### src/smb_pkg.sv
package smb_pkg;

  // request kinds as they arrive on the input tuser
  typedef enum logic [2:0] {
    OP_MEM_RD = 3'd0,
    OP_MEM_WR = 3'd1,
    OP_IO_RD  = 3'd2,
    OP_IO_WR  = 3'd3,
    OP_KEY_DN = 3'd4,
    OP_KEY_UP = 3'd5,
    OP_ROM_LD = 3'd6,
    OP_NONE   = 3'd7
  } op_t;

  // joystick key codes carried by key events
  typedef enum logic [2:0] {
    KEY_UP    = 3'd0,
    KEY_DOWN  = 3'd1,
    KEY_LEFT  = 3'd2,
    KEY_RIGHT = 3'd3,
    KEY_BTN1  = 3'd4,
    KEY_BTN2  = 3'd5,
    KEY_START = 3'd6,
    KEY_OTHER = 3'd7
  } key_t;

  // decoded i/o port classes
  typedef enum logic [2:0] {
    PORT_VIDEO,
    PORT_SND_ADDR,
    PORT_SND_WR,
    PORT_SND_RD,
    PORT_SLOT,
    PORT_KEY_ROW,
    PORT_OTHER
  } port_t;

  // primary slot codes
  typedef enum logic [1:0] {
    SLOT_BOOT  = 2'd0,
    SLOT_CART  = 2'd1,
    SLOT_EMPTY = 2'd2,
    SLOT_RAM   = 2'd3
  } slot_t;

  // where the result byte of a transfer comes from
  typedef enum logic [1:0] {
    SRC_REG,
    SRC_RAM,
    SRC_BOOT,
    SRC_CART
  } src_t;

  localparam int unsigned ADDR_W   = 16;
  localparam int unsigned DATA_W   = 8;
  localparam int unsigned MEM_DEPTH = 65536;
  localparam int unsigned STICK_W  = 6;
  localparam int unsigned SND_REGS = 16;
  localparam int unsigned SND_IDX_W = $clog2(SND_REGS);
  localparam int unsigned KEY_ROW_W = 4;

  localparam int unsigned QDEPTH = 2;
  localparam int unsigned QPTR_W = $clog2(QDEPTH);
  localparam int unsigned QCNT_W = $clog2(QDEPTH + 1);

  // i/o port numbers
  localparam logic [7:0] PORT_VDP_DATA = 8'h98;
  localparam logic [7:0] PORT_VDP_CTRL = 8'h99;
  localparam logic [7:0] PORT_PSG_ADDR = 8'hA0;
  localparam logic [7:0] PORT_PSG_WR   = 8'hA1;
  localparam logic [7:0] PORT_PSG_RD   = 8'hA2;
  localparam logic [7:0] PORT_PPI_A    = 8'hA8;
  localparam logic [7:0] PORT_PPI_C    = 8'hAA;

  // sound register numbers and values
  localparam logic [SND_IDX_W-1:0] SND_REG_STICK = 4'd14;
  localparam logic [SND_IDX_W-1:0] SND_REG_IOSEL = 4'd15;
  localparam logic [DATA_W-1:0]    SND_IOSEL_RESET = 8'h8F;
  localparam int unsigned          SND_IOSEL_BIT = 6;
  localparam logic [1:0]           STICK_TOP_BITS = 2'b11;
  localparam logic [STICK_W-1:0]   STICK_RELEASED = 6'h3F;

  localparam logic [DATA_W-1:0] BYTE_FF = 8'hFF;
  localparam logic [DATA_W-1:0] ROM_BLANK = 8'hFF;
  localparam logic [DATA_W-1:0] RAM_BLANK = 8'h00;

  // one classified request as it sits in the queue
  typedef struct packed {
    op_t                op;
    port_t              port;
    logic [ADDR_W-1:0]  addr;
    logic [DATA_W-1:0]  wdata;
    logic [STICK_W-1:0] mask;
    logic               rom_sel;
  } cmd_t;

  // back-pressure seen by the front
  typedef struct packed {
    logic q_full;
    logic clearing;
  } front_stat_t;

endpackage

### src/smb_front.sv
module smb_front (
  input  logic                  s_tvalid,
  output logic                  s_tready,
  input  logic [31:0]           s_tdata,
  input  logic [2:0]            s_tuser,
  input  smb_pkg::front_stat_t  stat,
  output logic                  push,
  output smb_pkg::cmd_t         cmd
);

  logic [7:0]    port_num;
  smb_pkg::key_t key_code;

  assign s_tready = !stat.q_full && !stat.clearing;
  assign push     = s_tvalid && s_tready;
  assign port_num = s_tdata[7:0];
  assign key_code = smb_pkg::key_t'(s_tdata[26:24]);

  // classify the incoming transfer
  always_comb begin
    cmd.op      = smb_pkg::op_t'(s_tuser);
    cmd.addr    = s_tdata[15:0];
    cmd.wdata   = s_tdata[23:16];
    cmd.rom_sel = s_tdata[27];

    unique case (port_num)
      smb_pkg::PORT_VDP_DATA,
      smb_pkg::PORT_VDP_CTRL: cmd.port = smb_pkg::PORT_VIDEO;
      smb_pkg::PORT_PSG_ADDR: cmd.port = smb_pkg::PORT_SND_ADDR;
      smb_pkg::PORT_PSG_WR:   cmd.port = smb_pkg::PORT_SND_WR;
      smb_pkg::PORT_PSG_RD:   cmd.port = smb_pkg::PORT_SND_RD;
      smb_pkg::PORT_PPI_A:    cmd.port = smb_pkg::PORT_SLOT;
      smb_pkg::PORT_PPI_C:    cmd.port = smb_pkg::PORT_KEY_ROW;
      default:                cmd.port = smb_pkg::PORT_OTHER;
    endcase

    // joystick bit for a key event; button2 and start share a bit
    unique case (key_code)
      smb_pkg::KEY_UP:    cmd.mask = 6'h01;
      smb_pkg::KEY_DOWN:  cmd.mask = 6'h02;
      smb_pkg::KEY_LEFT:  cmd.mask = 6'h04;
      smb_pkg::KEY_RIGHT: cmd.mask = 6'h08;
      smb_pkg::KEY_BTN1:  cmd.mask = 6'h10;
      smb_pkg::KEY_BTN2,
      smb_pkg::KEY_START: cmd.mask = 6'h20;
      default:            cmd.mask = 6'h00;
    endcase
  end

endmodule

### config.mk
export PLATFORM = sky130hd
export DESIGN_NAME = smb_front
export DESIGN_NICKNAME = d
export VERILOG_FILES = /design/src/smb_pkg.sv /design/src/smb_front.sv
export SDC_FILE = /design/constraint.sdc
export NUM_CORES = 1
export LEC_CHECK = 0
export BUFFER_PORTS_ARGS = -buffer_cell sky130_fd_sc_hd__buf_4
export CAP_MARGIN = 15
export CELL_PAD_IN_SITES_DETAIL_PLACEMENT = 1
export CELL_PAD_IN_SITES_GLOBAL_PLACEMENT = 1
export CORE_ASPECT_RATIO = 1.25
export CORE_MARGIN = 4
export CORE_UTILIZATION = 14
export DETAILED_ROUTE_END_ITERATION = 8
export GPL_TIMING_DRIVEN = 1
export PLACE_DENSITY = 0.94
export SLEW_MARGIN = 0
export SYNTH_ARGS = -nofsm -noshare
export SYNTH_HDL_FRONTEND = slang
export SYNTH_SLANG_ARGS = --single-unit
export TNS_END_PERCENT = 5
### constraint.sdc
create_clock -name vclk -period 1.2
set_input_delay 0.24 -clock vclk [all_inputs]
set_output_delay 0.24 -clock vclk [all_outputs]
set_load 0.005 [all_outputs]
==> qor_table.md <==
| Step | Quantity | Reported |
|:---|:---|:---|
| run status | Outcome | finished, violations left |
| run status | Violations in the final reports | negative setup slack |
| timing | Remaining max-slew budget at the tightest pin | 0.8264 |
| floorplan | Floorplan die width | 54.08 um |
| worst setup path | Number of stages on the worst setup path | 5 |
| timing | Highest Clock Rate | 0.7681 GHz |
| floorplan | Standard-cell row count | 20 |
| final layout | FILL cells | 298 |
| worst setup path | Cell family contributing the most delay on the critical path | simple AND/OR/NAND/NOR gates |
| timing | Final worst path period share | 1.085 |
| power | Internal power contribution | 0.00009756 W |
| power | Power per Cell Area | 284.5 nW/um^2 |
| worst hold path | Type of the worst min-delay path | in -> out |
| worst setup path | Bufs and invs on worst path | 2 |
| synthesis | Area of the mapped netlist | 371.6 um^2 |
| place | Gp weighted congestion | 0.5442 |
| place | Detailed Place HPWL | 988.8 um |
| worst hold path | Worst Hold Path Cells | 0 |
| final layout | Antenna diode instance count | 0 |
| job | Total of max-cap violations | 0 |
| final layout | Area Growth Syn to Fin | 41.75% |
| synthesis | Post-synthesis net count | 86 |
| synthesis | Area contributors post-synth | sky130_fd_sc_hd__buf_4 (57%), sky130_fd_sc_hd__nor3b_1 (8.1%), sky130_fd_sc_hd__nor2b_4 (3.7%), sky130_fd_sc_hd__and2_1 (3.4%), sky130_fd_sc_hd__and3b_4 (3.4%) |
| timing | Total count of max-transition violations in the final report | 0 |
| final layout | Register area | 0 um^2 |
| worst setup path | Crit path largest cell delay | 0.42 ns |
| synthesis | Share of the synthesized area in the top cell type | 0.5657 |
| final layout | Clock buffer instance count of the final layout | 0 |
| worst setup path | Cell-by-cell trace of the critical path | buf_6 > or3b_4 > a21oi_2 > o21ai_1 > buf_4 |
| detailed routing | Post-route ant nets | 0 |
| synthesis | Cell type contributing the most total cell area after synthesis | sky130_fd_sc_hd__buf_4 |
| final layout | Count of nets after finishing | 101 |
| grt | Maximum number of pins on one net before global-route repair | 7 |
| final layout | Share of cells above drive strength 1 | 0.8033 |
| floorplan | Initial standard-cell utilization of the core | 0.1500 |
| final layout | Most common cell after layout, fill and taps aside | sky130_fd_sc_hd__buf_4 |
| synthesis | Total of warnings raised by yosys | 0 |
| worst setup path | Worst path slowest cell | sky130_fd_sc_hd__or3b_4 |
| detailed routing | Drc violations | 0 |
| worst setup path | Worst Setup Path Type | in -> out |
| power | Switching power share of the total | 0.3490 |
| power | Switch Pwr | 0.00005229 W |
| floorplan | Die Footprint | 3548 um^2 |
| timing | Endpoints failing hold | 0 |
| power | Pleak | 0.2562 nW |
| synthesis | Gate count of the mapped netlist | 48 |
| worst setup path | Startpoint kind of the worst setup timing path | input pin |
| final layout | Total number of sequential cells | 0 |
| grt | Number of global-route vias before repair | 371 |
| worst setup path | Critical Path Sink Type | output pin |
| worst setup path | Maximum net fanout on the critical path | 3 |
| final layout | Top library cells by usage in the layout, fill and taps aside | sky130_fd_sc_hd__buf_4 (39), sky130_fd_sc_hd__nor3b_1 (4), sky130_fd_sc_hd__and2_1 (2), sky130_fd_sc_hd__buf_6 (2) |
| detailed routing | Ratio of routed vias to standard cells | 3.787 |
| grt | GRT Util Overall | 0.05375 |
| grt | First-pass GRT wire length | 1.490 mm |
| grt | Total congestion overflow | 0 |
| synthesis | Count of cell types in the netlist | 16 |
| clocking | Post-CTS Setup Bufs | 0 |
| power | Sequential fraction of design power | 0 |
| place | Count of input and output buffers | 33 |
| detailed routing | Detailed router's first-iteration violation count | 0 |
| timing | Final worst-path setup slack | -0.1018 ns |
| floorplan | Vertical die dimension | 65.60 um |
| timing | Unrepaired setup endpoints after global routing | true |
| grt | Number of antenna violations at the first check in global routing | 0 |
| detailed routing | Routed WL | 1.118 mm |
| synthesis | Mean Syn Cell Area | 7.742 um^2 |
| timing | Final critical-path required period | 1.302 ns |
| detailed routing | Routed wire length per instance | 11.89 um |
| timing | Setup TNS after final layout | -0.2760 ns |
| clocking | # hold bufs at CTS | 0 |
| final layout | Number of standard cells in the final layout excluding fillers | 94 |
| place | Minimum setup slack after placement | -0.1530 ns |
| timing | Transition time of the tightest slew-check pin | 0.2597 ns |
| power | IR Drop Worst-Case VDD | 0.05907 mV |
| synthesis | Sequential area share after synthesis | 0 |
| worst setup path | Signal arrival time at the worst endpoint | 1.06 ns |
| floorplan | CORE AREA | 2477 um^2 |
| detailed routing | Total via count after detailed routing | 356 |
| power | Part of the power in combinational logic | 1.000 |
| power | Part of the power in the clock network | 0 |
| worst setup path | Required time at the worst-slack endpoint | 0.96 ns |
| timing | Setup violations, final | 3 |
| floorplan | Number of top-level pins | 77 |
| place | Number of placed instances with taps included | 94 |
| detailed routing | First-pass DRT Iterations | 1 |
per-stage QoR:
stage | util | hold slack [ns] | power [W] | instance area, um^2
3_5_place_dp | 0.2061 | 0.4800 | 0.0001477 | 510.5
2_1_floorplan | - | 0.5100 | 0.0001055 | 371.6
4_1_cts | 0.2126 | 0.4800 | 0.0001525 | 526.8
3_3_place_gp | 0.2061 | 0.4800 | 0.0001401 | 510.5
6_report | 0.2126 | 0.4800 | 0.0001499 | 526.8
5_1_grt | 0.2126 | 0.4800 | 0.0001620 | 526.8
cells by family (layout without fill, tap and decap cells):
family | Yosys count | after routing | share of synthesized area
compound gates | 3 | 3 | 0.07069
buf+inv | 29 | 42 | 0.5757
simple gates | 15 | 15 | 0.3299
xor+xnor | 1 | 1 | 0.02357
path summary, 6_finish.rpt:
kind	from	end	slack (ns)
worst max-delay path	s_tdata[4]	cmd[32]	-0.10
worst min-delay path	s_tdata[10]	cmd[25]	0.48
power by group through the flow:
stage	clock network, W	registers (W)	logic, W
floorplan	0	0	0.000106
global placement	0	0	0.000140
detailed placement	0	0	0.000148
CTS	0	0	0.000153
global route	0	0	0.000162
finish	0	0	0.000150
layout make-up:
class	count	area, um^2	share of cell area
timing repair buffer	41	315.3	0.5986
inverter	1	3.754	0.007126
tap	33	41.29	0.07838
multi-input combinational	19	166.4	0.3159
Yosys cell counts:
| master | count |
|---|---|
| sky130_fd_sc_hd__nor3_1 | 1 |
| sky130_fd_sc_hd__xor2_1 | 1 |
| sky130_fd_sc_hd__and3b_4 | 1 |
| sky130_fd_sc_hd__nor3b_1 | 4 |
| sky130_fd_sc_hd__a21oi_2 | 1 |
| sky130_fd_sc_hd__and3b_1 | 1 |
| sky130_fd_sc_hd__inv_1 | 1 |
| sky130_fd_sc_hd__nor2b_4 | 1 |
| sky130_fd_sc_hd__and2_1 | 2 |
| sky130_fd_sc_hd__o21ai_1 | 1 |
| sky130_fd_sc_hd__nor2_1 | 2 |
| sky130_fd_sc_hd__or3b_4 | 1 |
| sky130_fd_sc_hd__nor4b_1 | 1 |
| sky130_fd_sc_hd__o31ai_2 | 1 |
| sky130_fd_sc_hd__nor3b_2 | 1 |
| sky130_fd_sc_hd__buf_4 | 28 |
layer usage:
metal  part of all wire  global-route usage  vias up
li1                   -                   -      156
met1               0.26             0.03388      166
met2               0.58              0.1303       32
met3               0.16             0.01134        2
met4             0.0045            0.009346        0
met5                  0                   0        -
timing repair:
item,4_1_cts,5_1_grt
cloned,0,0
endpoints found under the setup margin,3,3
pin swaps,2,0
gates resized for setup,4,0
Note: power is estimated with default switching activity, not from simulation.
