[src/smb_pkg.sv]
package smb_pkg;

  // request kinds as they arrive on the input tuser
  typedef enum logic [2:0] {
    OP_MEM_RD = 3'd0,
    OP_MEM_WR = 3'd1,
    OP_IO_RD  = 3'd2,
    OP_IO_WR  = 3'd3,
    OP_KEY_DN = 3'd4,
    OP_KEY_UP = 3'd5,
    OP_ROM_LD = 3'd6,
    OP_NONE   = 3'd7
  } op_t;

  // joystick key codes carried by key events
  typedef enum logic [2:0] {
    KEY_UP    = 3'd0,
    KEY_DOWN  = 3'd1,
    KEY_LEFT  = 3'd2,
    KEY_RIGHT = 3'd3,
    KEY_BTN1  = 3'd4,
    KEY_BTN2  = 3'd5,
    KEY_START = 3'd6,
    KEY_OTHER = 3'd7
  } key_t;

  // decoded i/o port classes
  typedef enum logic [2:0] {
    PORT_VIDEO,
    PORT_SND_ADDR,
    PORT_SND_WR,
    PORT_SND_RD,
    PORT_SLOT,
    PORT_KEY_ROW,
    PORT_OTHER
  } port_t;

  // primary slot codes
  typedef enum logic [1:0] {
    SLOT_BOOT  = 2'd0,
    SLOT_CART  = 2'd1,
    SLOT_EMPTY = 2'd2,
    SLOT_RAM   = 2'd3
  } slot_t;

  // where the result byte of a transfer comes from
  typedef enum logic [1:0] {
    SRC_REG,
    SRC_RAM,
    SRC_BOOT,
    SRC_CART
  } src_t;

  localparam int unsigned ADDR_W   = 16;
  localparam int unsigned DATA_W   = 8;
  localparam int unsigned MEM_DEPTH = 65536;
  localparam int unsigned STICK_W  = 6;
  localparam int unsigned SND_REGS = 16;
  localparam int unsigned SND_IDX_W = $clog2(SND_REGS);
  localparam int unsigned KEY_ROW_W = 4;

  localparam int unsigned QDEPTH = 2;
  localparam int unsigned QPTR_W = $clog2(QDEPTH);
  localparam int unsigned QCNT_W = $clog2(QDEPTH + 1);

  // i/o port numbers
  localparam logic [7:0] PORT_VDP_DATA = 8'h98;
  localparam logic [7:0] PORT_VDP_CTRL = 8'h99;
  localparam logic [7:0] PORT_PSG_ADDR = 8'hA0;
  localparam logic [7:0] PORT_PSG_WR   = 8'hA1;
  localparam logic [7:0] PORT_PSG_RD   = 8'hA2;
  localparam logic [7:0] PORT_PPI_A    = 8'hA8;
  localparam logic [7:0] PORT_PPI_C    = 8'hAA;

  // sound register numbers and values
  localparam logic [SND_IDX_W-1:0] SND_REG_STICK = 4'd14;
  localparam logic [SND_IDX_W-1:0] SND_REG_IOSEL = 4'd15;
  localparam logic [DATA_W-1:0]    SND_IOSEL_RESET = 8'h8F;
  localparam int unsigned          SND_IOSEL_BIT = 6;
  localparam logic [1:0]           STICK_TOP_BITS = 2'b11;
  localparam logic [STICK_W-1:0]   STICK_RELEASED = 6'h3F;

  localparam logic [DATA_W-1:0] BYTE_FF = 8'hFF;
  localparam logic [DATA_W-1:0] ROM_BLANK = 8'hFF;
  localparam logic [DATA_W-1:0] RAM_BLANK = 8'h00;

  // one classified request as it sits in the queue
  typedef struct packed {
    op_t                op;
    port_t              port;
    logic [ADDR_W-1:0]  addr;
    logic [DATA_W-1:0]  wdata;
    logic [STICK_W-1:0] mask;
    logic               rom_sel;
  } cmd_t;

  // back-pressure seen by the front
  typedef struct packed {
    logic q_full;
    logic clearing;
  } front_stat_t;

endpackage

[src/smb_queue.sv]
module smb_queue (
  input  logic          clk,
  input  logic          rst,
  input  logic          push,
  input  smb_pkg::cmd_t din,
  input  logic          pop,
  output logic          valid,
  output logic          full,
  output smb_pkg::cmd_t dout
);

  smb_pkg::cmd_t                  slots [smb_pkg::QDEPTH];
  logic [smb_pkg::QPTR_W-1:0]     wr_ptr;
  logic [smb_pkg::QPTR_W-1:0]     rd_ptr;
  logic [smb_pkg::QCNT_W-1:0]     count;

  assign valid = (count != '0);
  assign full  = (count == smb_pkg::QCNT_W'(smb_pkg::QDEPTH));
  assign dout  = slots[rd_ptr];

  // pointers and fill level
  always_ff @(posedge clk) begin
    if (rst) begin
      wr_ptr <= '0;
      rd_ptr <= '0;
      count  <= '0;
    end else begin
      if (push) begin
        wr_ptr <= (wr_ptr == smb_pkg::QPTR_W'(smb_pkg::QDEPTH - 1)) ? '0 : wr_ptr + 1'b1;
      end
      if (pop) begin
        rd_ptr <= (rd_ptr == smb_pkg::QPTR_W'(smb_pkg::QDEPTH - 1)) ? '0 : rd_ptr + 1'b1;
      end
      unique case ({push, pop})
        2'b10:   count <= count + 1'b1;
        2'b01:   count <= count - 1'b1;
        default: count <= count;
      endcase
    end
  end

  // entry storage
  always_ff @(posedge clk) begin
    if (push) begin
      slots[wr_ptr] <= din;
    end
  end

`ifndef SYNTHESIS
  a_no_push_full: assert property (@(posedge clk) disable iff (rst) full |-> !push)
    else $error("push into full queue");
  a_no_pop_empty: assert property (@(posedge clk) disable iff (rst) !valid |-> !pop)
    else $error("pop from empty queue");
  a_count_range: assert property (@(posedge clk) disable iff (rst)
    count <= smb_pkg::QCNT_W'(smb_pkg::QDEPTH))
    else $error("queue count out of range");
`endif

endmodule

[config.mk]
export PLATFORM = sky130hd
export DESIGN_NAME = smb_queue
export DESIGN_NICKNAME = d
export VERILOG_FILES = /design/src/smb_pkg.sv /design/src/smb_queue.sv
export SDC_FILE = /design/constraint.sdc
export NUM_CORES = 1
export LEC_CHECK = 0
export BUFFER_PORTS_ARGS = -buffer_cell sky130_fd_sc_hd__buf_2
export CORE_AREA = 2 2 73 109
export CTS_CLUSTER_DIAMETER = 30
export DETAILED_ROUTE_END_ITERATION = 10
export DIE_AREA = 0 0 75 111
export GPL_ROUTABILITY_DRIVEN = 0
export PLACE_DENSITY = 0.74
export SETUP_SLACK_MARGIN = 0.5
export SKIP_CTS_REPAIR_TIMING = 1
export SLEW_MARGIN = 25
export SYNTH_ARGS = -nofsm -noshare
export SYNTH_HDL_FRONTEND = slang
export SYNTH_SLANG_ARGS = --single-unit
export TNS_END_PERCENT = 100
[constraint.sdc]
create_clock -name clk -period 2.35 [get_ports clk]
set_clock_uncertainty 0.05 [all_clocks]
set_input_delay 0.3525 -clock clk [delete_from_list [all_inputs] [get_ports clk]]
set_output_delay 0.3525 -clock clk [all_outputs]
set_load 0.01 [all_outputs]
==> results of run 1 <==
## metal layers
metal	wire length (µm)	GRT usage [%]	vias to the layer above
met5	0	0	-
met4	148	8.21	0
met3	247	4.00	12
met2	2530	20.9	51
met1	1740	13.1	724
li1	-	-	716
## layout by cell type (no fill, tap or decap), drive strengths merged
cell    synthesis  routed
xnor2           3       3
mux2           37      37
inv             1       1
xor2            1       1
and2b           1       1
clkinv          0       3
and2            1       1
nor2            5       5
a21oi           1       1
o21ai           1       1
or3             1       1
edfxtp         74      74
clkbuf          0      11
ha              1       1
dfxtp           5       5
buf             4      85
or2             1       1
## cell families after synthesis
family / after synthesis / synth area share, %
buffers and inverters: 5 / 1.09
adder cells (fa/ha/maj): 1 / 0.435
flip-flops: 79 / 80.8
AND/OR/NAND/NOR: 9 / 1.61
AO/OA/AOI/OAI: 2 / 0.348
multiplexers: 37 / 14.5
XOR/XNOR: 4 / 1.22
## flip-flops by register name (all words and copies together), names as in the netlist, named ones only
register / flops
count: 2
wr_ptr: 1
rd_ptr: 1
slots: 74
## through the flow
step / worst slack [ns] / utilization [%] / cell area [µm²] / instances
after floorplan: 0.534 / - / 2880 / 137
after CTS: 0.295 / 49.2 / 3670 / 333
after global routing: 0.519 / 49.6 / 3700 / 334
after global placement: 0.657 / 45.9 / 3430 / 319
final: 0.577 / 49.6 / 3700 / 334
after detailed placement: 0.638 / 45.9 / 3430 / 319
## worst max path at each step
stage,cells past startpoint,from,slack (ns),end
global route,3,register,0.52,dout[28]
global placement,3,register,0.66,dout[28]
floorplan,2,push,0.53,slots[0][0]
finish,3,register,0.58,dout[28]
CTS,3,register,0.29,dout[28]
detailed placement,3,register,0.64,dout[28]
## power by group
group,switching (mW),leakage [nW],internal (mW)
Clock,0.462,0.120,0.693
Sequential,0.0266,0.737,1.64
Combinational,0.175,0.542,0.180
## worst reg2reg max path: stages, from the launching register on
cell     delay [ns]
dfxtp_1        0.40
and2_2         0.50
buf_12         0.24
## cell type report
type                    instances  area share [%]
flip-flops and latches         79            62.8
multi-input cells              53            14.3
repair buffers                 85            12.8
clock buffers                  11            6.28
well taps                     102            3.44
clock inverters                 3           0.338
inverters                       1           0.101
==> metrics.md, run 1 <==
| Metric | Value |
|---|---|
| Outcome | `finished, final reports clean` |
| Main synth FF type | `edfxtp_1` |
| Fin. Hold Viols | `0` |
| Fmax | `564 MHz` |
| Biggest area consumer among synthesized cells | `edfxtp_1` |
| CP max stage delay | `0.38 ns` |
| Top-area cell type share of the netlist area | `77.3%` |
| Type of the tightest min-delay check | `in -> reg` |
| Lkg Pwr | `1.40 nW` |
| Worst path cell trace | `buf_12 -> mux2_2 -> buf_2` |
| Initial antenna violation count | `0` |
| DRT iter0 DRCs | `65` |
| Synth top area cells | `edfxtp_1 (77%), mux2_2 (14%), dfxtp_1 (3.5%)` |
| Tot GR Track Use | `12.6%` |
| Seq/Total Area, Yosys | `80.8%` |
| Later-pin clock latency in the skew report | `0.32 ns` |
| Multi-input logic area | `529 µm²` |
| Fin Hold WS | `0.164 ns` |
| Vias in the first global route | `1,566` |
| WHS Endpoint | `slots[0][19]` |
| Die Y | `111 µm` |
| Mean Syn Cell Area | `21.0 µm²` |
| Overflow after GRT | `0` |
| Yosys reg bits | `79` |
| # port buffers | `79` |
| 1st-pass router iterations | `4` |
| Async set-or-reset flop fraction in the synthesized netlist | `0%` |
| Final period utilization | `75.4%` |
| Full die area | `8330 µm²` |
| Buf/Inv on CP | `2` |
| Crit-path max FO | `17` |
| H-tree depth | `3` |
| Clk slew on worst S/H paths | `0.05 ns` |
| Num ports | `80` |
| Via count | `1,503` |
| CTS root buf | `clkbuf_16` |
| CTS tree | `done` |
| Max cap viols | `0` |
| Number of synthesized flops with an enable pin | `74` |
| Vias/cell | `4.50` |
| Max Root-Sink Buffers | `2` |
| Antenna viol nets, final | `0` |
| Die Wd | `75 µm` |
| Crit path time final | `1.77 ns` |
| Post-Synthesis Cell Area | `2870 µm²` |
| Most instantiated cells after synthesis | `edfxtp_1 (74), mux2_2 (37), dfxtp_1 (5), nor2_1 (5)` |
| Transition time of the tightest slew-check pin | `0.491 ns` |
| # DRC | `0` |
| Final TNS setup | `0 ns` |
| Core area | `7470 µm²` |
| Area growth syn-to-layout | `28.9%` |
| ANT cells | `0` |
| Ys Warns | `0` |
| RSZ-0062 raised after global routing | `no` |
| Critical Path RT | `1.95 ns` |
| Most numerous cell in the Yosys netlist | `edfxtp_1` |
| Share of cells above drive strength 1 | `59.1%` |
| Worst reg2reg path endpoint | `slots[1][36]` |
| CTS buffer count | `9` |
| Synth unique cells | `16` |
| Worst Setup End Kind | `primary output` |
| FF-to-FF setup slack | `0.86 ns` |
| Slew Limit Headroom | `67.2%` |
| Synth Instances | `137` |
| Worst hold path startpoint | `din[19]` |
| Routed length per instance | `14.0 µm` |
| Worst hold path stage count | `1` |
| # setup viols final | `0` |
| Slowest CP cell | `dfxtp_4` |
| Pin count of the biggest net entering global routing | `21` |
| Critical R2R Launch | `wr_ptr` |
| Power density cells | `857 nW/µm²` |
| Initial Utilization | `38.5%` |
| Power Total | `3.18 mW` |
| CP Class | `reg -> out` |
| Max Slew Vio Count | `0` |
| Final net count | `271` |
| First-pass GRT wire length | `7360 µm` |
| Final wirelength | `4670 µm` |
| Placement row count | `39` |
| Reg area | `2330 µm²` |
| Post-synth net total | `179` |
| Critical path startpoint category | `register` |
| Worst EP arrival | `1.37 ns` |
| Worst path top cell family by delay | `flip-flops` |
| Hpwl dp | `3230 µm` |
| Cell count of the worst reg-to-reg path | `2` |
| Max VDD drop | `0.538 mV` |
| Clock sinks | `79` |
| Fill cells | `638` |
(Power assumes the default switching activity.)
==> inputs of run 2 (changes only) <==
Settings changed: PLACE_DENSITY 0.74 to 0.71.
Clock period 2.35 ns to 1.8 ns, I/O delays scaled along.
==> metrics.md, run 2 (same netlist as run 1, synthesis figures left out) <==
| Metric | Value |
|---|---|
| Most frequent cells in the layout | `buf_2 (77), edfxtp_1 (74), mux2_2 (37)` |
| Crit-path max FO | `11` |
| Die Y | `111 µm` |
| Clock share of power | `36.5%` |
| Fin Hold WS | `0.0818 ns` |
| Slowest CP cell | `dfxtp_4` |
| ANT cells | `0` |
| Share of cells above drive strength 1 | `60.4%` |
| Largest register FFs | `74` |
| Slew Limit Headroom | `80.7%` |
| # DRC | `0` |
| CP Class | `reg -> out` |
| CTS tree | `done` |
| RSZ-0062 raised after global routing | `yes` |
| Worst EP arrival | `1.37 ns` |
| Final period utilization | `93.8%` |
| CTS root buf | `clkbuf_16` |
| Max Root-Sink Buffers | `2` |
| Biggest regs | `slots: 74 flops, count: 2 flops` |
| Final net count | `272` |
| Sw Ratio | `21.1%` |
| Tot GR Track Use | `12.9%` |
| Final TNS setup | `0 ns` |
| Outcome | `finished, final reports clean` |
| Pin count of the biggest net entering global routing | `38` |
| Critical path startpoint category | `register` |
| Vias/cell | `4.60` |
| Full die area | `8330 µm²` |
| Lkg Pwr | `1.41 nW` |
| Cell count of the worst reg-to-reg path | `4` |
| Worst hold path startpoint | `din[36]` |
| # setup viols final | `0` |
| Max Slew Vio Count | `0` |
| Worst hold path stage count | `1` |
| Final wirelength | `5360 µm` |
| H-tree depth | `3` |
| Initial Utilization | `38.5%` |
| First-pass GRT wire length | `7600 µm` |
| Core area | `7470 µm²` |
| Internal power | `3.33 mW` |
| Net load switching power | `0.892 mW` |
| Die Wd | `75 µm` |
| Type of the tightest min-delay check | `in -> reg` |
| Later-pin clock latency in the skew report | `0.32 ns` |
| Transition time of the tightest slew-check pin | `0.290 ns` |
| Via count | `1,550` |
| Clock sinks | `79` |
| Non-filler cells, final | `337` |
| Max cap viols | `0` |
| Overflow after GRT | `0` |
| Num ports | `80` |
| CTS buffer count | `9` |
| Vias in the first global route | `1,595` |
| Fmax | `592 MHz` |
| Worst reg2reg path endpoint | `count[1]` |
| Worst Setup End Kind | `primary output` |
| WHS Endpoint | `slots[0][36]` |
| Critical R2R Launch | `count[0]` |
| Sequential power share | `51.6%` |
| Gate power share | `11.9%` |
| Clk slew on worst S/H paths | `0.05 ns` |
| Power density cells | `1130 nW/µm²` |
| Hpwl dp | `3370 µm` |
| DRT iter0 DRCs | `57` |
| Max VDD drop | `0.618 mV` |
| Placed Cells | `318` |
| Antenna viol nets, final | `0` |
| 1st-pass router iterations | `4` |
| FF-to-FF setup slack | `0.62 ns` |
| Initial antenna violation count | `0` |
| Critical Path RT | `1.48 ns` |
| Most common cell after layout, fill and taps aside | `buf_2` |
| Worst path cell trace | `clkbuf_16 -> mux2_2 -> buf_2` |
| Crit path time final | `1.69 ns` |
| # port buffers | `79` |
| Fin. Hold Viols | `0` |
| CP max stage delay | `0.39 ns` |
| Area growth syn-to-layout | `30.6%` |
| Fill cells | `628` |
| Biggest register | `slots` |
| Routed length per instance | `15.9 µm` |
| Placement row count | `39` |
==> run 2: power groups by stage <==
stage	clock (mW)	sequential, mW	combinational (mW)
2_1_floorplan	0	2.20	0.274
3_3_place_gp	0	2.20	0.458
3_5_place_dp	0	2.21	0.463
4_1_cts	1.59	2.17	0.465
5_1_grt	1.67	2.19	0.543
6_report	1.54	2.18	0.503
==> run 2: worst max path at each step <==
| stage | endpoint |
|---|---|
| floorplan | slots[0][0] |
| global placement | dout[11] |
| detailed placement | dout[11] |
| CTS | dout[11] |
| global route | dout[28] |
| finish | dout[12] |
==> run 2: routing by layer <==
layer | GRT usage [%] | wire [µm] | vias to the layer above
met5 | 0 | 0 | -
met4 | 6.79 | 108 | 0
met3 | 4.64 | 269 | 10
met2 | 21.5 | 3010 | 52
met1 | 13.9 | 1970 | 768
li1 | - | - | 720
==> run 2: area by class of cell <==
cell class / instances / area (µm²) / area share, %
clock buffers: 15 / 248 / 6.60
well taps: 102 / 128 / 3.40
inverters: 1 / 3.75 / 0.100
multi-input cells: 54 / 542 / 14.4
clock inverters: 1 / 5.00 / 0.133
flip-flops and latches: 79 / 2330 / 62.1
repair buffers: 85 / 495 / 13.2
==> run 2: worst max-delay path, delay by kind of cell (launching register included) <==
| family | cells | cell delay [ns] |
|---|---|---|
| buffers and inverters | 2 | 0.32 |
| DFF | 1 | 0.39 |
| muxes | 1 | 0.33 |
==> run 2: through the flow <==
step	worst slack [ns]	util [%]	cell area [µm²]	power, mW
2_1_floorplan	0.469	-	2890	2.47
3_3_place_gp	0.320	45.7	3410	2.66
3_5_place_dp	0.324	45.7	3410	2.67
4_1_cts	-0.0331	49.1	3660	4.23
5_1_grt	0.0573	50.3	3750	4.41
6_report	0.111	50.3	3750	4.23
